**src/hw/rtl/bba_pkg.sv**
```systemverilog
// bba_pkg: shared types and constants of the bitmap block allocator
// no dependencies
`default_nettype none
package bba_pkg;
   localparam int FUNC_W   = 3;
   localparam int ADDR_W   = 24;
   localparam int COUNT_W  = 13;
   localparam int CSR_W    = 15;

   typedef enum logic [FUNC_W-1:0] {
      FUNC_INIT        = 3'd0,
      FUNC_ALLOC       = 3'd1,
      FUNC_FREE        = 3'd2,
      FUNC_REGION_FREE = 3'd3,
      FUNC_REGION_USED = 3'd4
   } func_type;

   typedef struct packed {
      logic [FUNC_W-1:0] func;
      logic [ADDR_W-1:0] byte_address;
      logic [ADDR_W-1:0] region_bytes;
   } req_type;

   typedef struct packed {
      logic [ADDR_W-1:0]  block_address;
      logic               status;
      logic [COUNT_W-1:0] used_count;
   } rsp_type;
endpackage
`default_nettype wire

```
**src/hw/rtl/bba_req_if.sv**
```systemverilog
// bba_req_if: request channel, valid/ready with request payload
// depends on bba_pkg
`default_nettype none
interface bba_req_if;
   logic                      valid;
   logic                      ready;
   logic [bba_pkg::FUNC_W-1:0] func;
   logic [bba_pkg::ADDR_W-1:0] byte_address;
   logic [bba_pkg::ADDR_W-1:0] region_bytes;
   modport source (output valid, func, byte_address, region_bytes, input ready);
   modport sink   (input valid, func, byte_address, region_bytes, output ready);
endinterface
`default_nettype wire

```
**src/hw/rtl/bba_rsp_if.sv**
```systemverilog
// bba_rsp_if: response channel, valid/ready with response payload
// depends on bba_pkg
`default_nettype none
interface bba_rsp_if;
   logic                       valid;
   logic                       ready;
   logic [bba_pkg::ADDR_W-1:0]  block_address;
   logic                        status;
   logic [bba_pkg::COUNT_W-1:0] used_count;
   modport source (output valid, block_address, status, used_count, input ready);
   modport sink   (input valid, block_address, status, used_count, output ready);
endinterface
`default_nettype wire

```
**src/hw/rtl/bba_ram.sv**
```systemverilog
// bba_ram: generic single-port-write, single-port-read ram, registered read
// no dependencies
`default_nettype none
module bba_ram #(
   parameter int WIDTH = 32,
   parameter int DEPTH = 128
) (
   input  wire logic                     clock,
   input  wire logic                     wr_en,
   input  wire logic [$clog2(DEPTH)-1:0] wr_addr,
   input  wire logic [WIDTH-1:0]         wr_data,
   input  wire logic [$clog2(DEPTH)-1:0] rd_addr,
   output      logic [WIDTH-1:0]         rd_data
);
   logic [WIDTH-1:0] mem [DEPTH];
   always_ff @(posedge clock) begin
      if (wr_en) begin
         mem[wr_addr] <= wr_data;
      end
      rd_data <= mem[rd_addr];
   end
endmodule
`default_nettype wire

```
**src/hw/rtl/bba_front.sv**
```systemverilog
// bba_front: request queue, accepts requests and passes them on in order
// depends on bba_pkg
`default_nettype none
module bba_front #(
   parameter int DEPTH       = 2
) (
   input  wire logic             clock,
   input  wire logic             reset,
   input  wire logic             in_valid,
   output      logic             in_ready,
   input  wire bba_pkg::req_type in_req,
   output      logic             out_valid,
   input  wire logic             out_ready,
   output      bba_pkg::req_type out_req
);
   import bba_pkg::*;
   localparam int PW = (DEPTH > 1) ? $clog2(DEPTH) : 1;
   req_type         q_ff [DEPTH];
   logic [PW-1:0]   wp_ff, wp_in, rp_ff, rp_in;
   logic [PW:0]     cnt_ff, cnt_in;
   logic            push, pop;

   assign in_ready  = (cnt_ff != PW'(0) + (PW+1)'(DEPTH));
   assign out_valid = (cnt_ff != '0);
   assign out_req   = q_ff[rp_ff];
   assign push      = in_valid && in_ready;
   assign pop       = out_valid && out_ready;

   always_comb begin
      wp_in  = push ? ((wp_ff == PW'(DEPTH-1)) ? '0 : wp_ff + PW'(1)) : wp_ff;
      rp_in  = pop  ? ((rp_ff == PW'(DEPTH-1)) ? '0 : rp_ff + PW'(1)) : rp_ff;
      cnt_in = cnt_ff + (PW+1)'(push) - (PW+1)'(pop);
   end

   always_ff @(posedge clock) begin
      if (reset) begin
         wp_ff  <= '0;
         rp_ff  <= '0;
         cnt_ff <= '0;
      end else begin
         wp_ff  <= wp_in;
         rp_ff  <= rp_in;
         cnt_ff <= cnt_in;
      end
      if (push) begin
         q_ff[wp_ff] <= in_req;
      end
   end
endmodule
`default_nettype wire

```
**src/hw/rtl/bba_back.sv**
```systemverilog
// bba_back: executes allocator operations over the bitmap ram
// depends on bba_pkg, bba_ram
`default_nettype none
module bba_back #(
   parameter int BLOCK_BYTES = 4096,
   parameter int MAX_BLOCKS  = 4096,
   parameter int WORD_BITS   = 32
) (
   input  wire logic                        clock,
   input  wire logic                        reset,
   input  wire logic [bba_pkg::CSR_W-1:0]   mem_kb,
   input  wire logic                        in_valid,
   output      logic                        in_ready,
   input  wire bba_pkg::req_type            in_req,
   output      logic                        out_valid,
   input  wire logic                        out_ready,
   output      bba_pkg::rsp_type            out_rsp
);
   import bba_pkg::*;
   localparam int WORDS = (MAX_BLOCKS + WORD_BITS - 1) / WORD_BITS;
   localparam int WA    = (WORDS > 1) ? $clog2(WORDS) : 1;
   localparam int BW    = $clog2(WORD_BITS);
   localparam int BKW   = $clog2(MAX_BLOCKS + 1);
   localparam int SH    = $clog2(BLOCK_BYTES);
   localparam int IXW   = (ADDR_W - SH > 0) ? ADDR_W - SH : 1;
   localparam int BXW   = (IXW > BKW) ? IXW + 1 : BKW + 1;

   typedef enum logic [3:0] {
      ST_IDLE, ST_CLEAR, ST_INIT, ST_ARD, ST_AWAIT, ST_ACHK,
      ST_RRD, ST_RWAIT, ST_RWR, ST_ZRD, ST_ZWAIT, ST_ZWR, ST_DONE
   } state_type;

   state_type            state_ff;
   logic [WA:0]          widx_ff;
   logic [BXW-1:0]       blk_ff, left_ff;
   logic [COUNT_W-1:0]   used_ff;
   logic [BKW-1:0]       limit_ff;
   logic                 mark_ff, zero_ff, found_ff;
   rsp_type              rsp_ff;
   logic                 rsp_valid_ff;

   logic                 wr_en;
   logic [WA-1:0]        wr_addr, rd_addr;
   logic [WORD_BITS-1:0] wr_data, rd_data;
   logic [31:0]          lim_raw;
   logic [BW:0]          first_free;
   logic [BKW+BW:0]      cand;

   bba_ram #(.WIDTH(WORD_BITS), .DEPTH(WORDS)) u_ram (
      .clock, .wr_en, .wr_addr, .wr_data, .rd_addr, .rd_data
   );

   assign lim_raw = ({17'd0, mem_kb} << 10) >> SH;

   always_comb begin
      first_free = BW'(0) + (BW+1)'(WORD_BITS);
      for (int i = WORD_BITS - 1; i >= 0; i--) begin
         if (!rd_data[i]) first_free = (BW+1)'(i);
      end
      cand = (BKW+BW+1)'(widx_ff[WA-1:0]) * (BKW+BW+1)'(WORD_BITS)
           + (BKW+BW+1)'(first_free);
   end

   assign in_ready  = (state_ff == ST_IDLE) && !rsp_valid_ff;
   assign out_valid = rsp_valid_ff;
   assign out_rsp   = rsp_ff;

   always_comb begin
      wr_en   = 1'b0;
      wr_addr = widx_ff[WA-1:0];
      wr_data = rd_data;
      rd_addr = widx_ff[WA-1:0];
      unique case (state_ff)
         ST_CLEAR, ST_INIT: begin
            wr_en   = 1'b1;
            wr_data = '1;
         end
         ST_ACHK: begin
            if (!found_ff && first_free != (BW+1)'(WORD_BITS)
                && cand < (BKW+BW+1)'(limit_ff)) begin
               wr_en   = 1'b1;
               wr_data = rd_data | (WORD_BITS'(1) << first_free[BW-1:0]);
            end
         end
         ST_RRD, ST_RWAIT, ST_RWR: begin
            rd_addr = WA'(blk_ff >> BW);
            wr_addr = WA'(blk_ff >> BW);
            if (state_ff == ST_RWR && blk_ff < BXW'(limit_ff)) begin
               wr_en = 1'b1;
               if (mark_ff) wr_data = rd_data | (WORD_BITS'(1) << blk_ff[BW-1:0]);
               else         wr_data = rd_data & ~(WORD_BITS'(1) << blk_ff[BW-1:0]);
            end
         end
         ST_ZRD, ST_ZWAIT, ST_ZWR: begin
            rd_addr = '0;
            wr_addr = '0;
            if (state_ff == ST_ZWR) begin
               wr_en   = 1'b1;
               wr_data = rd_data | WORD_BITS'(1);
            end
         end
         default: ;
      endcase
   end

   always_ff @(posedge clock) begin
      if (reset) begin
         state_ff     <= ST_CLEAR;
         widx_ff      <= '0;
         used_ff      <= COUNT_W'(MAX_BLOCKS);
         rsp_valid_ff <= 1'b0;
         found_ff     <= 1'b0;
      end else begin
         if (rsp_valid_ff && out_ready) rsp_valid_ff <= 1'b0;
         unique case (state_ff)
            ST_CLEAR, ST_INIT: begin
               widx_ff <= widx_ff + 1'b1;
               if (widx_ff == (WA+1)'(WORDS - 1)) begin
                  state_ff <= (state_ff == ST_CLEAR) ? ST_IDLE : ST_DONE;
               end
            end
            ST_IDLE: begin
               if (in_valid && in_ready) begin
                  limit_ff <= (lim_raw > 32'(MAX_BLOCKS)) ? BKW'(MAX_BLOCKS)
                                                          : BKW'(lim_raw);
                  rsp_ff.block_address <= '0;
                  rsp_ff.status        <= 1'b0;
                  widx_ff  <= '0;
                  found_ff <= 1'b0;
                  blk_ff   <= BXW'(in_req.byte_address >> SH);
                  left_ff  <= BXW'(in_req.region_bytes >> SH);
                  mark_ff  <= (in_req.func == FUNC_REGION_USED);
                  zero_ff  <= (in_req.func == FUNC_REGION_FREE);
                  unique case (in_req.func)
                     FUNC_INIT: state_ff <= ST_INIT;
                     FUNC_ALLOC: state_ff <= ST_ARD;
                     FUNC_FREE: begin
                        left_ff  <= BXW'(1);
                        state_ff <= ST_RRD;
                     end
                     FUNC_REGION_FREE, FUNC_REGION_USED: state_ff <= ST_RRD;
                     default: state_ff <= ST_DONE;
                  endcase
               end
            end
            ST_ARD: begin
               if ({1'b0, used_ff} >= (COUNT_W+1)'(limit_ff) ||
                   (BKW+BW+1)'(widx_ff) * (BKW+BW+1)'(WORD_BITS)
                   >= (BKW+BW+1)'(limit_ff) || widx_ff == (WA+1)'(WORDS)) begin
                  rsp_ff.status <= 1'b1;
                  state_ff      <= ST_DONE;
               end else begin
                  state_ff <= ST_AWAIT;
               end
            end
            ST_AWAIT: state_ff <= ST_ACHK;
            ST_ACHK: begin
               if (first_free != (BW+1)'(WORD_BITS)) begin
                  if (cand < (BKW+BW+1)'(limit_ff)) begin
                     rsp_ff.block_address <= ADDR_W'(cand) << SH;
                     if (used_ff < COUNT_W'(MAX_BLOCKS)) used_ff <= used_ff + 1'b1;
                  end else begin
                     rsp_ff.status <= 1'b1;
                  end
                  state_ff <= ST_DONE;
               end else begin
                  widx_ff  <= widx_ff + 1'b1;
                  state_ff <= ST_ARD;
               end
            end
            ST_RRD: begin
               if (left_ff == '0) state_ff <= zero_ff ? ST_ZRD : ST_DONE;
               else               state_ff <= ST_RWAIT;
            end
            ST_RWAIT: state_ff <= ST_RWR;
            ST_RWR: begin
               if (blk_ff < BXW'(limit_ff)) begin
                  if (mark_ff) begin
                     if (used_ff < COUNT_W'(MAX_BLOCKS)) used_ff <= used_ff + 1'b1;
                  end else if (used_ff != '0) begin
                     used_ff <= used_ff - 1'b1;
                  end
               end
               blk_ff  <= blk_ff + 1'b1;
               left_ff <= left_ff - 1'b1;
               state_ff <= ST_RRD;
            end
            ST_ZRD:   state_ff <= ST_ZWAIT;
            ST_ZWAIT: state_ff <= ST_ZWR;
            ST_ZWR:   state_ff <= ST_DONE;
            ST_DONE: begin
               if (!rsp_valid_ff) begin
                  // count presented with the response tracks the register at completion
                  rsp_ff.used_count <= used_ff;
                  rsp_valid_ff      <= 1'b1;
                  state_ff          <= ST_IDLE;
               end
            end
            default: state_ff <= ST_IDLE;
         endcase
         if (state_ff == ST_INIT && widx_ff == (WA+1)'(WORDS - 1)) begin
            used_ff <= COUNT_W'(limit_ff);
         end
      end
   end
endmodule
`default_nettype wire

```
**src/hw/rtl/bitmap_block_allocator.sv**
```systemverilog
// bitmap_block_allocator: top level of the bitmap page allocator
// depends on bba_pkg, bba_req_if, bba_rsp_if, bba_front, bba_back
//
// usage:
//   req channel carries func, byte_address, region_bytes; one request gives
//   exactly one response on the rsp channel (block_address, status,
//   used_count). csr_write_enable / csr_write_data set memory_size_kb, to be
//   written by the user only while the block is idle; the block does not enforce it.
// operation:
//   a two-entry request queue (front) feeds a bitmap engine (back) that
//   owns one ram word port with registered read.
//   init: one write per bitmap word
//   alloc: ST_ARD, ST_AWAIT, ST_ACHK per word until the first free bit
//   free: one block; region ops: ST_RRD, ST_RWAIT, ST_RWR per block walked,
//   plus a read-modify-write of block 0 for the fix-up of region free
// reset:
//   after reset the engine sweeps the ram to all ones, during which no
//   request reaches the engine (requests queue in the front)
// stalls:
//   a held response holds the engine; the front keeps taking requests
//   until its queue is full
`default_nettype none
module bitmap_block_allocator #(
   parameter int BLOCK_BYTES = 4096,
   parameter int MAX_BLOCKS  = 4096,
   parameter int WORD_BITS   = 32
) (
   input wire logic                      clock,
   input wire logic                      reset,
   bba_req_if.sink                       req,
   bba_rsp_if.source                     rsp,
   input wire logic                      csr_write_enable,
   input wire logic [bba_pkg::CSR_W-1:0] csr_write_data
);
   import bba_pkg::*;

   // memory size register, 16 MiB at reset
   logic [CSR_W-1:0] mem_kb_ff;
   req_type          req_in, q_req;
   rsp_type          rsp_out;
   logic             q_valid, q_ready;

   always_ff @(posedge clock) begin
      if (reset)                 mem_kb_ff <= CSR_W'(16384);
      else if (csr_write_enable) mem_kb_ff <= csr_write_data;
   end

   assign req_in.func         = req.func;
   assign req_in.byte_address = req.byte_address;
   assign req_in.region_bytes = req.region_bytes;

   bba_front #(.DEPTH(2)) u_front (
      .clock, .reset,
      .in_valid (req.valid), .in_ready (req.ready), .in_req (req_in),
      .out_valid(q_valid),   .out_ready(q_ready),   .out_req(q_req)
   );

   bba_back #(.BLOCK_BYTES(BLOCK_BYTES), .MAX_BLOCKS(MAX_BLOCKS),
              .WORD_BITS(WORD_BITS)) u_back (
      .clock, .reset, .mem_kb(mem_kb_ff),
      .in_valid (q_valid),   .in_ready (q_ready),   .in_req (q_req),
      .out_valid(rsp.valid), .out_ready(rsp.ready), .out_rsp(rsp_out)
   );

   assign rsp.block_address = rsp_out.block_address;
   assign rsp.status        = rsp_out.status;
   assign rsp.used_count    = rsp_out.used_count;
endmodule
`default_nettype wire

```
**src/flat_wrapper.sv**
```systemverilog
// flat-port wrapper written by rule: the top's interface ports become plain ports
module bitmap_block_allocator_flat import bba_pkg::*;
#(
   parameter int BLOCK_BYTES = 4096,
   parameter int MAX_BLOCKS  = 4096,
   parameter int WORD_BITS   = 32
)
  (clock, reset, csr_write_enable, csr_write_data, req_valid, req_func, req_byte_address, req_region_bytes, req_ready, rsp_valid, rsp_block_address, rsp_status, rsp_used_count, rsp_ready);
  bba_req_if req_i ();
  bba_rsp_if rsp_i ();
  input wire logic clock;
  input wire logic reset;
  input wire logic csr_write_enable;
  input wire logic [bba_pkg::CSR_W-1:0] csr_write_data;
  input wire logic [$bits(req_i.valid)-1:0] req_valid;
  input wire logic [$bits(req_i.func)-1:0] req_func;
  input wire logic [$bits(req_i.byte_address)-1:0] req_byte_address;
  input wire logic [$bits(req_i.region_bytes)-1:0] req_region_bytes;
  output wire logic [$bits(req_i.ready)-1:0] req_ready;
  output wire logic [$bits(rsp_i.valid)-1:0] rsp_valid;
  output wire logic [$bits(rsp_i.block_address)-1:0] rsp_block_address;
  output wire logic [$bits(rsp_i.status)-1:0] rsp_status;
  output wire logic [$bits(rsp_i.used_count)-1:0] rsp_used_count;
  input wire logic [$bits(rsp_i.ready)-1:0] rsp_ready;
  assign req_i.valid = req_valid;
  assign req_i.func = req_func;
  assign req_i.byte_address = req_byte_address;
  assign req_i.region_bytes = req_region_bytes;
  assign req_ready = req_i.ready;
  assign rsp_valid = rsp_i.valid;
  assign rsp_block_address = rsp_i.block_address;
  assign rsp_status = rsp_i.status;
  assign rsp_used_count = rsp_i.used_count;
  assign rsp_i.ready = rsp_ready;
  bitmap_block_allocator #(.BLOCK_BYTES(BLOCK_BYTES), .MAX_BLOCKS(MAX_BLOCKS), .WORD_BITS(WORD_BITS)) u_core (.clock(clock), .reset(reset), .req(req_i), .rsp(rsp_i), .csr_write_enable(csr_write_enable), .csr_write_data(csr_write_data));
endmodule
```
**config.mk**
```make
export PLATFORM = sky130hd
export DESIGN_NAME = bitmap_block_allocator_flat
export DESIGN_NICKNAME = d
export VERILOG_FILES = /design/src/hw/rtl/bba_pkg.sv /design/src/hw/rtl/bba_req_if.sv /design/src/hw/rtl/bba_rsp_if.sv /design/src/hw/rtl/bba_ram.sv /design/src/hw/rtl/bba_front.sv /design/src/hw/rtl/bba_back.sv /design/src/hw/rtl/bitmap_block_allocator.sv /design/src/flat_wrapper.sv
export SDC_FILE = /design/constraint.sdc
export NUM_CORES = 2
export LEC_CHECK = 0
export ABC_AREA = 1
export BUFFER_PORTS_ARGS = -buffer_cell sky130_fd_sc_hd__buf_2
export CORE_ASPECT_RATIO = 1.75
export CORE_MARGIN = 5
export CORE_UTILIZATION = 45
export CTS_CLUSTER_DIAMETER = 120
export DETAILED_ROUTE_END_ITERATION = 12
export SYNTH_ARGS = -nofsm -noshare
export SYNTH_HDL_FRONTEND = slang
export SYNTH_MEMORY_MAX_BITS = 65536
export SYNTH_SLANG_ARGS = --single-unit
```
**constraint.sdc**
```tcl
create_clock -name clock -period 14.1 [get_ports clock]
set_clock_uncertainty 0.2 [all_clocks]
set_input_delay 2.82 -clock clock [delete_from_list [all_inputs] [get_ports clock]]
set_output_delay 2.82 -clock clock [all_outputs]
set_load 0.005 [all_outputs]
```
* After elaboration in Yosys (flattened, before gate mapping)
Memories as Yosys holds them, arrays and structs flattened. A register that Yosys moved wholly into a read port is not among the register bits.
Cells that the tools add are included.
** Word-level totals
- Output and inout port bits :: 40
- Memories :: 2
- Input bits :: 71
- Bits in registers :: 126
- Word-level logic and storage cells :: 192
- Bits in writable memories :: 4198
** Cells by class
- Bitwise logic cells :: 6
- Shift-type cells :: 2
- Eq/ne operators :: 32
- Magnitude comparators :: 6
- Reductions and logical operators :: 32
- Muxes and demuxes :: 86
- Add/sub/neg operators :: 10
** Memories
- u_core.u_back.u_ram.mem :: words 128, width 32, rd ports 1, clocked after memory_dff 1, write ports 1, RTL line bba_ram.sv:15 : logic [WIDTH-1:0] mem [DEPTH];
- u_core.u_front.q_ff :: words 2, width 51, rd ports 1, clocked after memory_dff 1, write ports 1, RTL line bba_front.sv:18 : req_type q_ff [DEPTH];
** Operators with widths (count)
- $mux W6 :: 32
- $pmux W32 S4 :: 1
- $mux W32 :: 3
- $mux W13 :: 7
- $or A32 B32 Y32 :: 2
- $shl A1 B5 Y32 const A :: 2
- $pmux W14 S2 :: 2
- $mux W25 :: 2
- $pmux W24 S2 :: 1
- $pmux W4 S12 :: 1
- $and A32 B32 Y32 :: 1
- $not A32 Y32 :: 1
- $mux W14 :: 2
- $mux W4 :: 7
- $ge A13 B13 Y1 :: 2
- $pmux W13 S2 :: 1
- $mux W24 :: 1
- $pmux W8 S3 :: 1
- $eq A4 B4 Y1 const B :: 5
- $mux W1 :: 17
- $eq A4 B3 Y1 const B :: 4
- $mux W8 :: 2
- $ne A2 B2 Y1 const B :: 8
- $reduce_and A3 Y1 :: 5
- 45 further kinds :: 64

* Longest topological paths before layout
- Depth in word-level cells :: 39
- Gate-level depth with buffers :: 41
- Gate-level depth less buffers :: 40

* Cells and area by module
Synthesis repeated with hierarchy kept, for this count alone.
** Unflattened totals
- Cell total of the unflattened synthesis :: 14906
- Area total of the unflattened synthesis :: 177918.1 µm²
** Modules (own cells, without submodules)
- bba_ram :: area an instance 164634.1 µm², instances 1, cells an instance 13389, seq. area each 123638.6 µm²
- bba_back :: area an instance 8475.6 µm², instances 1, cells an instance 1228, seq. area each 2592.5 µm²
- bba_front :: area an instance 4176.5 µm², instances 1, cells an instance 195, seq. area each 3163.0 µm²
- bitmap_block_allocator :: area an instance 631.9 µm², instances 1, cells an instance 94, seq. area each 300.3 µm²

* Least setup slack after synthesis
No wires, ideal clock.
- Path type :: register to register
- Start point :: reg u_core.u_back.u_ram.rd_data[24] (read register of u_core.u_back.u_ram.mem)
- End point :: mem u_core.u_back.u_ram.mem[0][13], data pin
- Clock period less this slack :: 8.181 ns
- Library setup time :: 0.969 ns
- Path buffers :: 1
- Required time :: 12.931 ns
- Arrival :: 7.012 ns
- Stages on the path, launching flop included :: 22
- Setup slack :: 5.919 ns
- Cell sequence :: dfxtp_1 -> inv_1 -> nor4_1 -> nand2_1 -> nor2_1 -> inv_1 -> nor2_1 -> ha_1 -> ha_1 -> nand2_1 -> nor2_1 -> xor2_1 -> inv_1 -> ha_1 -> nand2_1 -> nor2_1 -> a2111oi_0 -> nand2_1 -> nor2_1 -> buf_2 -> nand3_1 -> a31oi_1
** On the way
- Cells in the longest elaborated chain, start to end :: 30
- Elaborated cells on any way between the ends :: 33
- Classes of those cells :: add/sub (1); order compare (1); eq/ne (1); shift (1); mux (27); bitwise (1); reduce/logical (1)
** RTL lines
- start, declared :: RTL line bba_ram.sv:13 : output logic [WIDTH-1:0] rd_data
- $mux W6 (25 in a row) :: RTL line bba_back.sv:58 : if (!rd_data[i]) first_free = (BW+1)'(i);
- $add A12 B6 Y13 :: RTL line bba_back.sv:61 : + (BKW+BW+1)'(first_free);
- named net u_core.u_back.cand[11] :: RTL line bba_back.sv:47 : logic [BKW+BW:0] cand;
- $lt A13 B13 Y1 :: RTL line bba_back.sv:80 : && cand < (BKW+BW+1)'(limit_ff)) begin
- $logic_and A1 B1 Y1 :: RTL line bba_back.sv:80
- $mux W32 :: RTL line bba_back.sv:79 : if (!found_ff && first_free != (BW+1)'(WORD_BITS)
- $pmux W32 S4 :: RTL line bba_back.sv:73 : unique case (state_ff)
- named net u_core.u_back.u_ram.wr_data[13] :: RTL line bba_ram.sv:11 : input wire logic [WIDTH-1:0] wr_data,
- end, declared :: RTL line bba_ram.sv:15
The timed path passes the listed nets, and every way through them passes these cells.

* Worst setup path in the final report
- Start point :: reg u_core.u_back.u_ram.rd_data[22] (read register of u_core.u_back.u_ram.mem)
- End point :: mem u_core.u_back.u_ram.mem[31][24], data pin
** On the way
- Cells in the longest elaborated chain, start to end :: 28
- Elaborated cells on any way between the ends :: 31
- Classes of those cells :: add/sub (1); order compare (1); eq/ne (1); shift (1); mux (25); bitwise (1); reduce/logical (1)
** RTL lines (RTL line)
- $mux W6 (23 in a row) :: bba_back.sv:58
- $add A12 B6 Y13 :: bba_back.sv:61
- named net u_core.u_back.cand[11] :: bba_back.sv:47
- $lt A13 B13 Y1 :: bba_back.sv:80
- $logic_and A1 B1 Y1 :: bba_back.sv:80
- $mux W32 :: bba_back.sv:79
- $pmux W32 S4 :: bba_back.sv:73
- named net u_core.u_back.u_ram.wr_data[24] :: bba_ram.sv:11
The timed path passes the listed nets, and every way through them passes these cells.

==> impl_metrics.py <==
metrics = {
    "status": {
        "status": "complete, but fails checks",
        "violations": "max-capacitance violations, max-slew violations",
    },
    "finish": {
        "syn2layout_area_growth_pct": 12.6,
        "drive_above_1_share_pct": 10.9,
        "finish.instance_area_um2": 182000,
        "layout_common_cells": "edfxtp_1 (4219), nand2_1 (1898), a221oi_1 (536), a22o_1 (466), a22oi_1 (456)",
        "nets": 10600,
        "final_common_cell": "edfxtp_1",
    },
    "detailed_routing": {
        "via_per_inst": 6.26,
        "first_pass_iters": 8,
        "post_drt_wl_per_cell_um": 34.3,
        "routed_wl_mm": 531,
        "vias": 97000,
        "drc": 0,
        "ant_nets": 0,
        "drt_iter0_drc": 11700,
    },
    "power_and_ir_drop": {
        "power.density_cell_area_nw_per_um2": 181,
        "power.switching_mw": 10.4,
        "ir_drop_uv": 168,
        "pwr-share-comb_pct": 22.3,
        "pwr-share-clk_pct": 31.3,
        "switching_share_pct": 31.7,
        "intPower_mw": 22.5,
        "p_seq_share_pct": 46.4,
        "leakage_nw": 56.3,
    },
    "placement": {
        "place_congestion": 0.945,
        "dp_slack_ns": 6.00,
        "port_buffers": 72,
        "dp_hpwl_mm": 313,
        "placed_area_um2": 170000,
    },
    "timing": {
        "fin_crit_sh_pct": 59.4,
        "hold_viol": 0,
        "finalSetupTns_ns": 0,
        "rsz0062_at_grt": "false",
        "finalSetupViolCount": 0,
        "layout_min_cycle_time_ns": 8.38,
        "tightest_slew_ns": 1.66,
        "max_freq_ghz": 0.119,
        "setup_ws_ns": 5.72,
        "max-slew-margin-rel_pct": -10.5,
        "maxSlewViolCount": 5,
    },
    "critical_path": {
        "crit_family": "buffers and inverters",
        "path_buf_inv": 7,
        "crit_slowest_cell": "a2111oi_0",
        "rr_endpoint": "u_core.u_back.u_ram.mem[31][24]",
        "arrival_ns": 8.78,
        "slowest_delay_ns": 0.92,
        "cp-start-kind": "register",
        "required_ns": 14.50,
        "cp_cell_sequence": "inv_1 -> nor3_1 -> nand2_1 -> nor2_1 -> inv_1 -> nor2_1 -> ha_1 -> ha_1 -> nand2_1 -> nor2_1 -> xor2_1 -> inv_1 -> ha_1 -> nand4_1 -> a31oi_1 -> a2111oi_0 -> buf_4 -> nand2_1 -> nor2_1 -> buf_4 -> nand3_1 -> a31oi_4 -> buf_4 -> buf_4",
        "crit_type": "reg2reg",
        "r2r-start": "u_core.u_back.u_ram.rd_data[22]",
        "path_max_fanout": 57,
        "r2r_slack_ns": 5.72,
        "cp-end-kind": "register",
        "worst_r2r_path_depth": 24,
    },
    "worst_hold_path": {
        "hp-start": "u_core.u_front.rp_ff",
        "hold_class": "reg2reg",
        "hold_depth": 1,
    },
    "synthesis": {
        "ys_seq_elements": 4295,
        "synth_top_area_cell": "edfxtp_1",
        "yosysWarnings": 0,
        "synthArstFlopShare_pct": 0,
        "synth_edf_count": 4219,
        "synthCells": 10200,
        "synth_area_per_cell_um2": 15.8,
        "ys_types": 68,
        "ys_top_cells_by_area": "edfxtp_1 (79%), nand2_1 (4.4%), a221oi_1 (2.9%)",
        "synth_top_area_share_pct": 78.5,
        "syn_area_um2": 161000,
        "ys.flop_type": "edfxtp_1",
        "ys_seq_area_share_pct": 79.5,
    },
    "cts": {
        "clkSinkCount": 4295,
        "cts_resized": 0,
        "cts_setup_buffers": 0,
        "htree_levels": 5,
        "cts_tree": "done",
        "clk_pin_slew_ns": 0.07,
        "cts_hold_buf": 0,
        "cts_buffers": 363,
        "cts_root_buf": "clkbuf_16",
        "clockBufferDepth": 4,
        "worstSkewPairLatency_ns": 0.96,
    },
    "global_route": {
        "grt_util_all_layers_pct": 27.7,
        "overflow": 0,
        "antenna_found_initial": 33,
        "grt_pass1_wl_mm": 734,
        "grt_max_degree": 129,
        "grt_pass1_vias": 94800,
    },
    "die": {
        "num_rows": 291,
        "start_util_pct": 45.1,
        "io_pins": 111,
        "die_h_um": 802,
        "die_area_um2": 371000,
        "core_area_um2": 358000,
        "die_x_um": 463,
    },
    "flow_run": {
        "maxCapViolCount": 2,
    },
}
[power by group through the flow]
| stage | clock network, mW | logic (mW) | registers (mW) |
|---|---|---|---|
| finish | 10.3 | 7.33 | 15.3 |
| global route | 10.9 | 7.54 | 15.3 |
| CTS | 10.4 | 7.20 | 15.3 |
| detailed placement | 0 | 7.18 | 15.5 |
| global placement | 0 | 7.10 | 15.5 |
| floorplan | 0 | 3.48 | 15.7 |
[cells by family (layout without fill, tap and decap cells)]
family          Yosys count  after routing  share of synthesized area [%]
fa+ha+maj                62             62                          0.481
compound gates         2046           2046                           9.82
buf+inv                 815           1346                           2.14
flops                  4295           4295                           79.5
other cells               1             27                        0.00232
simple gates           2992           2992                           7.93
xor+xnor                 22             22                          0.119
mux                       6              6                         0.0372
[layer usage]
metal	up-vias	track usage [%]	routed length, um
met2	5166	45.3	254000
met1	49900	32.2	182000
met3	1257	4.74	42200
li1	40700	-	-
met5	-	0.285	212
met4	12	22.6	52700
[worst register-to-register path, cell delays in order, from the launching register on]
cell and delay, ns:
dfxtp_1 0.47, inv_1 0.20, nor3_1 0.45, nand2_1 0.10, nor2_1 0.28, inv_1 0.11, nor2_1 0.54, ha_1 0.33
ha_1 0.19, nand2_1 0.06, nor2_1 0.14, xor2_1 0.19, inv_1 0.06, ha_1 0.28, nand4_1 0.11, a31oi_1 0.06
a2111oi_0 0.92, buf_4 0.26, nand2_1 0.17, nor2_1 0.14, buf_4 0.38, nand3_1 0.21, a31oi_4 0.59, buf_4 0.69
buf_4 0.80
[worst max-delay path by stage]
stage                                    start  cells past startpoint                         endpoint
4_1_cts        u_core.u_back.u_ram.rd_data[22]                     24  u_core.u_back.u_ram.mem[27][24]
2_1_floorplan  u_core.u_back.u_ram.rd_data[24]                     21   u_core.u_back.u_ram.mem[0][13]
6_report       u_core.u_back.u_ram.rd_data[22]                     24  u_core.u_back.u_ram.mem[31][24]
3_5_place_dp   u_core.u_back.u_ram.rd_data[22]                     24  u_core.u_back.u_ram.mem[45][24]
5_1_grt        u_core.u_back.u_ram.rd_data[24]                     22  u_core.u_back.u_ram.mem[31][24]
3_3_place_gp   u_core.u_back.u_ram.rd_data[22]                     24  u_core.u_back.u_ram.mem[41][24]
[flip-flops by register name (all words and copies together), names as in the netlist, named ones only]
name	cells
u_core.u_back.u_ram.mem	4096
u_core.u_front.q_ff	54
u_core.u_back.u_ram.rd_data	32
u_core.u_back.out_rsp	26
u_core.u_back.blk_ff	14
u_core.u_back.left_ff	14
u_core.mem_kb_ff	13
u_core.u_back.limit_ff	13
u_core.u_back.used_ff	13
u_core.u_back.widx_ff	8
u_core.u_back.state_ff	4
u_core.u_front.cnt_ff	2
u_core.u_back.mark_ff	1
u_core.u_back.out_valid	1
u_core.u_back.zero_ff	1
u_core.u_front.rp_ff	1
u_core.u_front.wp_ff	1
[metrics by stage]
step	std cells	utilization, %	total power, mW	hold slack, ns
4_1_cts	15500	50.7	32.8	0.261
3_3_place_gp	14800	47.4	22.6	0.237
6_report	15500	50.7	32.9	0.260
2_1_floorplan	10300	-	19.2	0.226
5_1_grt	15500	50.7	33.7	0.281
3_5_place_dp	14800	47.4	22.7	0.252
[area by class of cell]
| type | instances | area (um2) |
|---|---|---|
| Fill cell | 29200 | 176000 |
| Sequential cell | 4295 | 128000 |
| Multi-Input combinational cell | 5140 | 31200 |
| Clock buffer | 438 | 9580 |
| Tap cell | 4688 | 5870 |
| Timing Repair Buffer | 433 | 3310 |
| Clock inverter | 223 | 2370 |
| Inverter | 252 | 996 |
| Antenna cell | 15 | 37.5 |
[Yosys cell counts (all sizes together), types with 4 or more instances]
library cell	number
a211oi	13
nand2	1909
clkinv	13
inv	239
buf	379
a41oi	16
nor2	370
or2	5
dfxtp	76
a22o	466
a21boi	6
a31oi	36
a22oi	457
edfxtp	4219
o22ai	15
clkbuf	184
nand3b	18
xor2	19
a221o	19
a21oi	164
mux2i	6
nor3	36
o221ai	7
a41o	12
a32o	7
nor4	9
o311ai	8
o2111ai	18
o211ai	20
ha	62
o31ai	4
nand3	215
a221oi	540
o21ai	218
nand4	426
No activity file was read; power rests on OpenSTA's default activity.
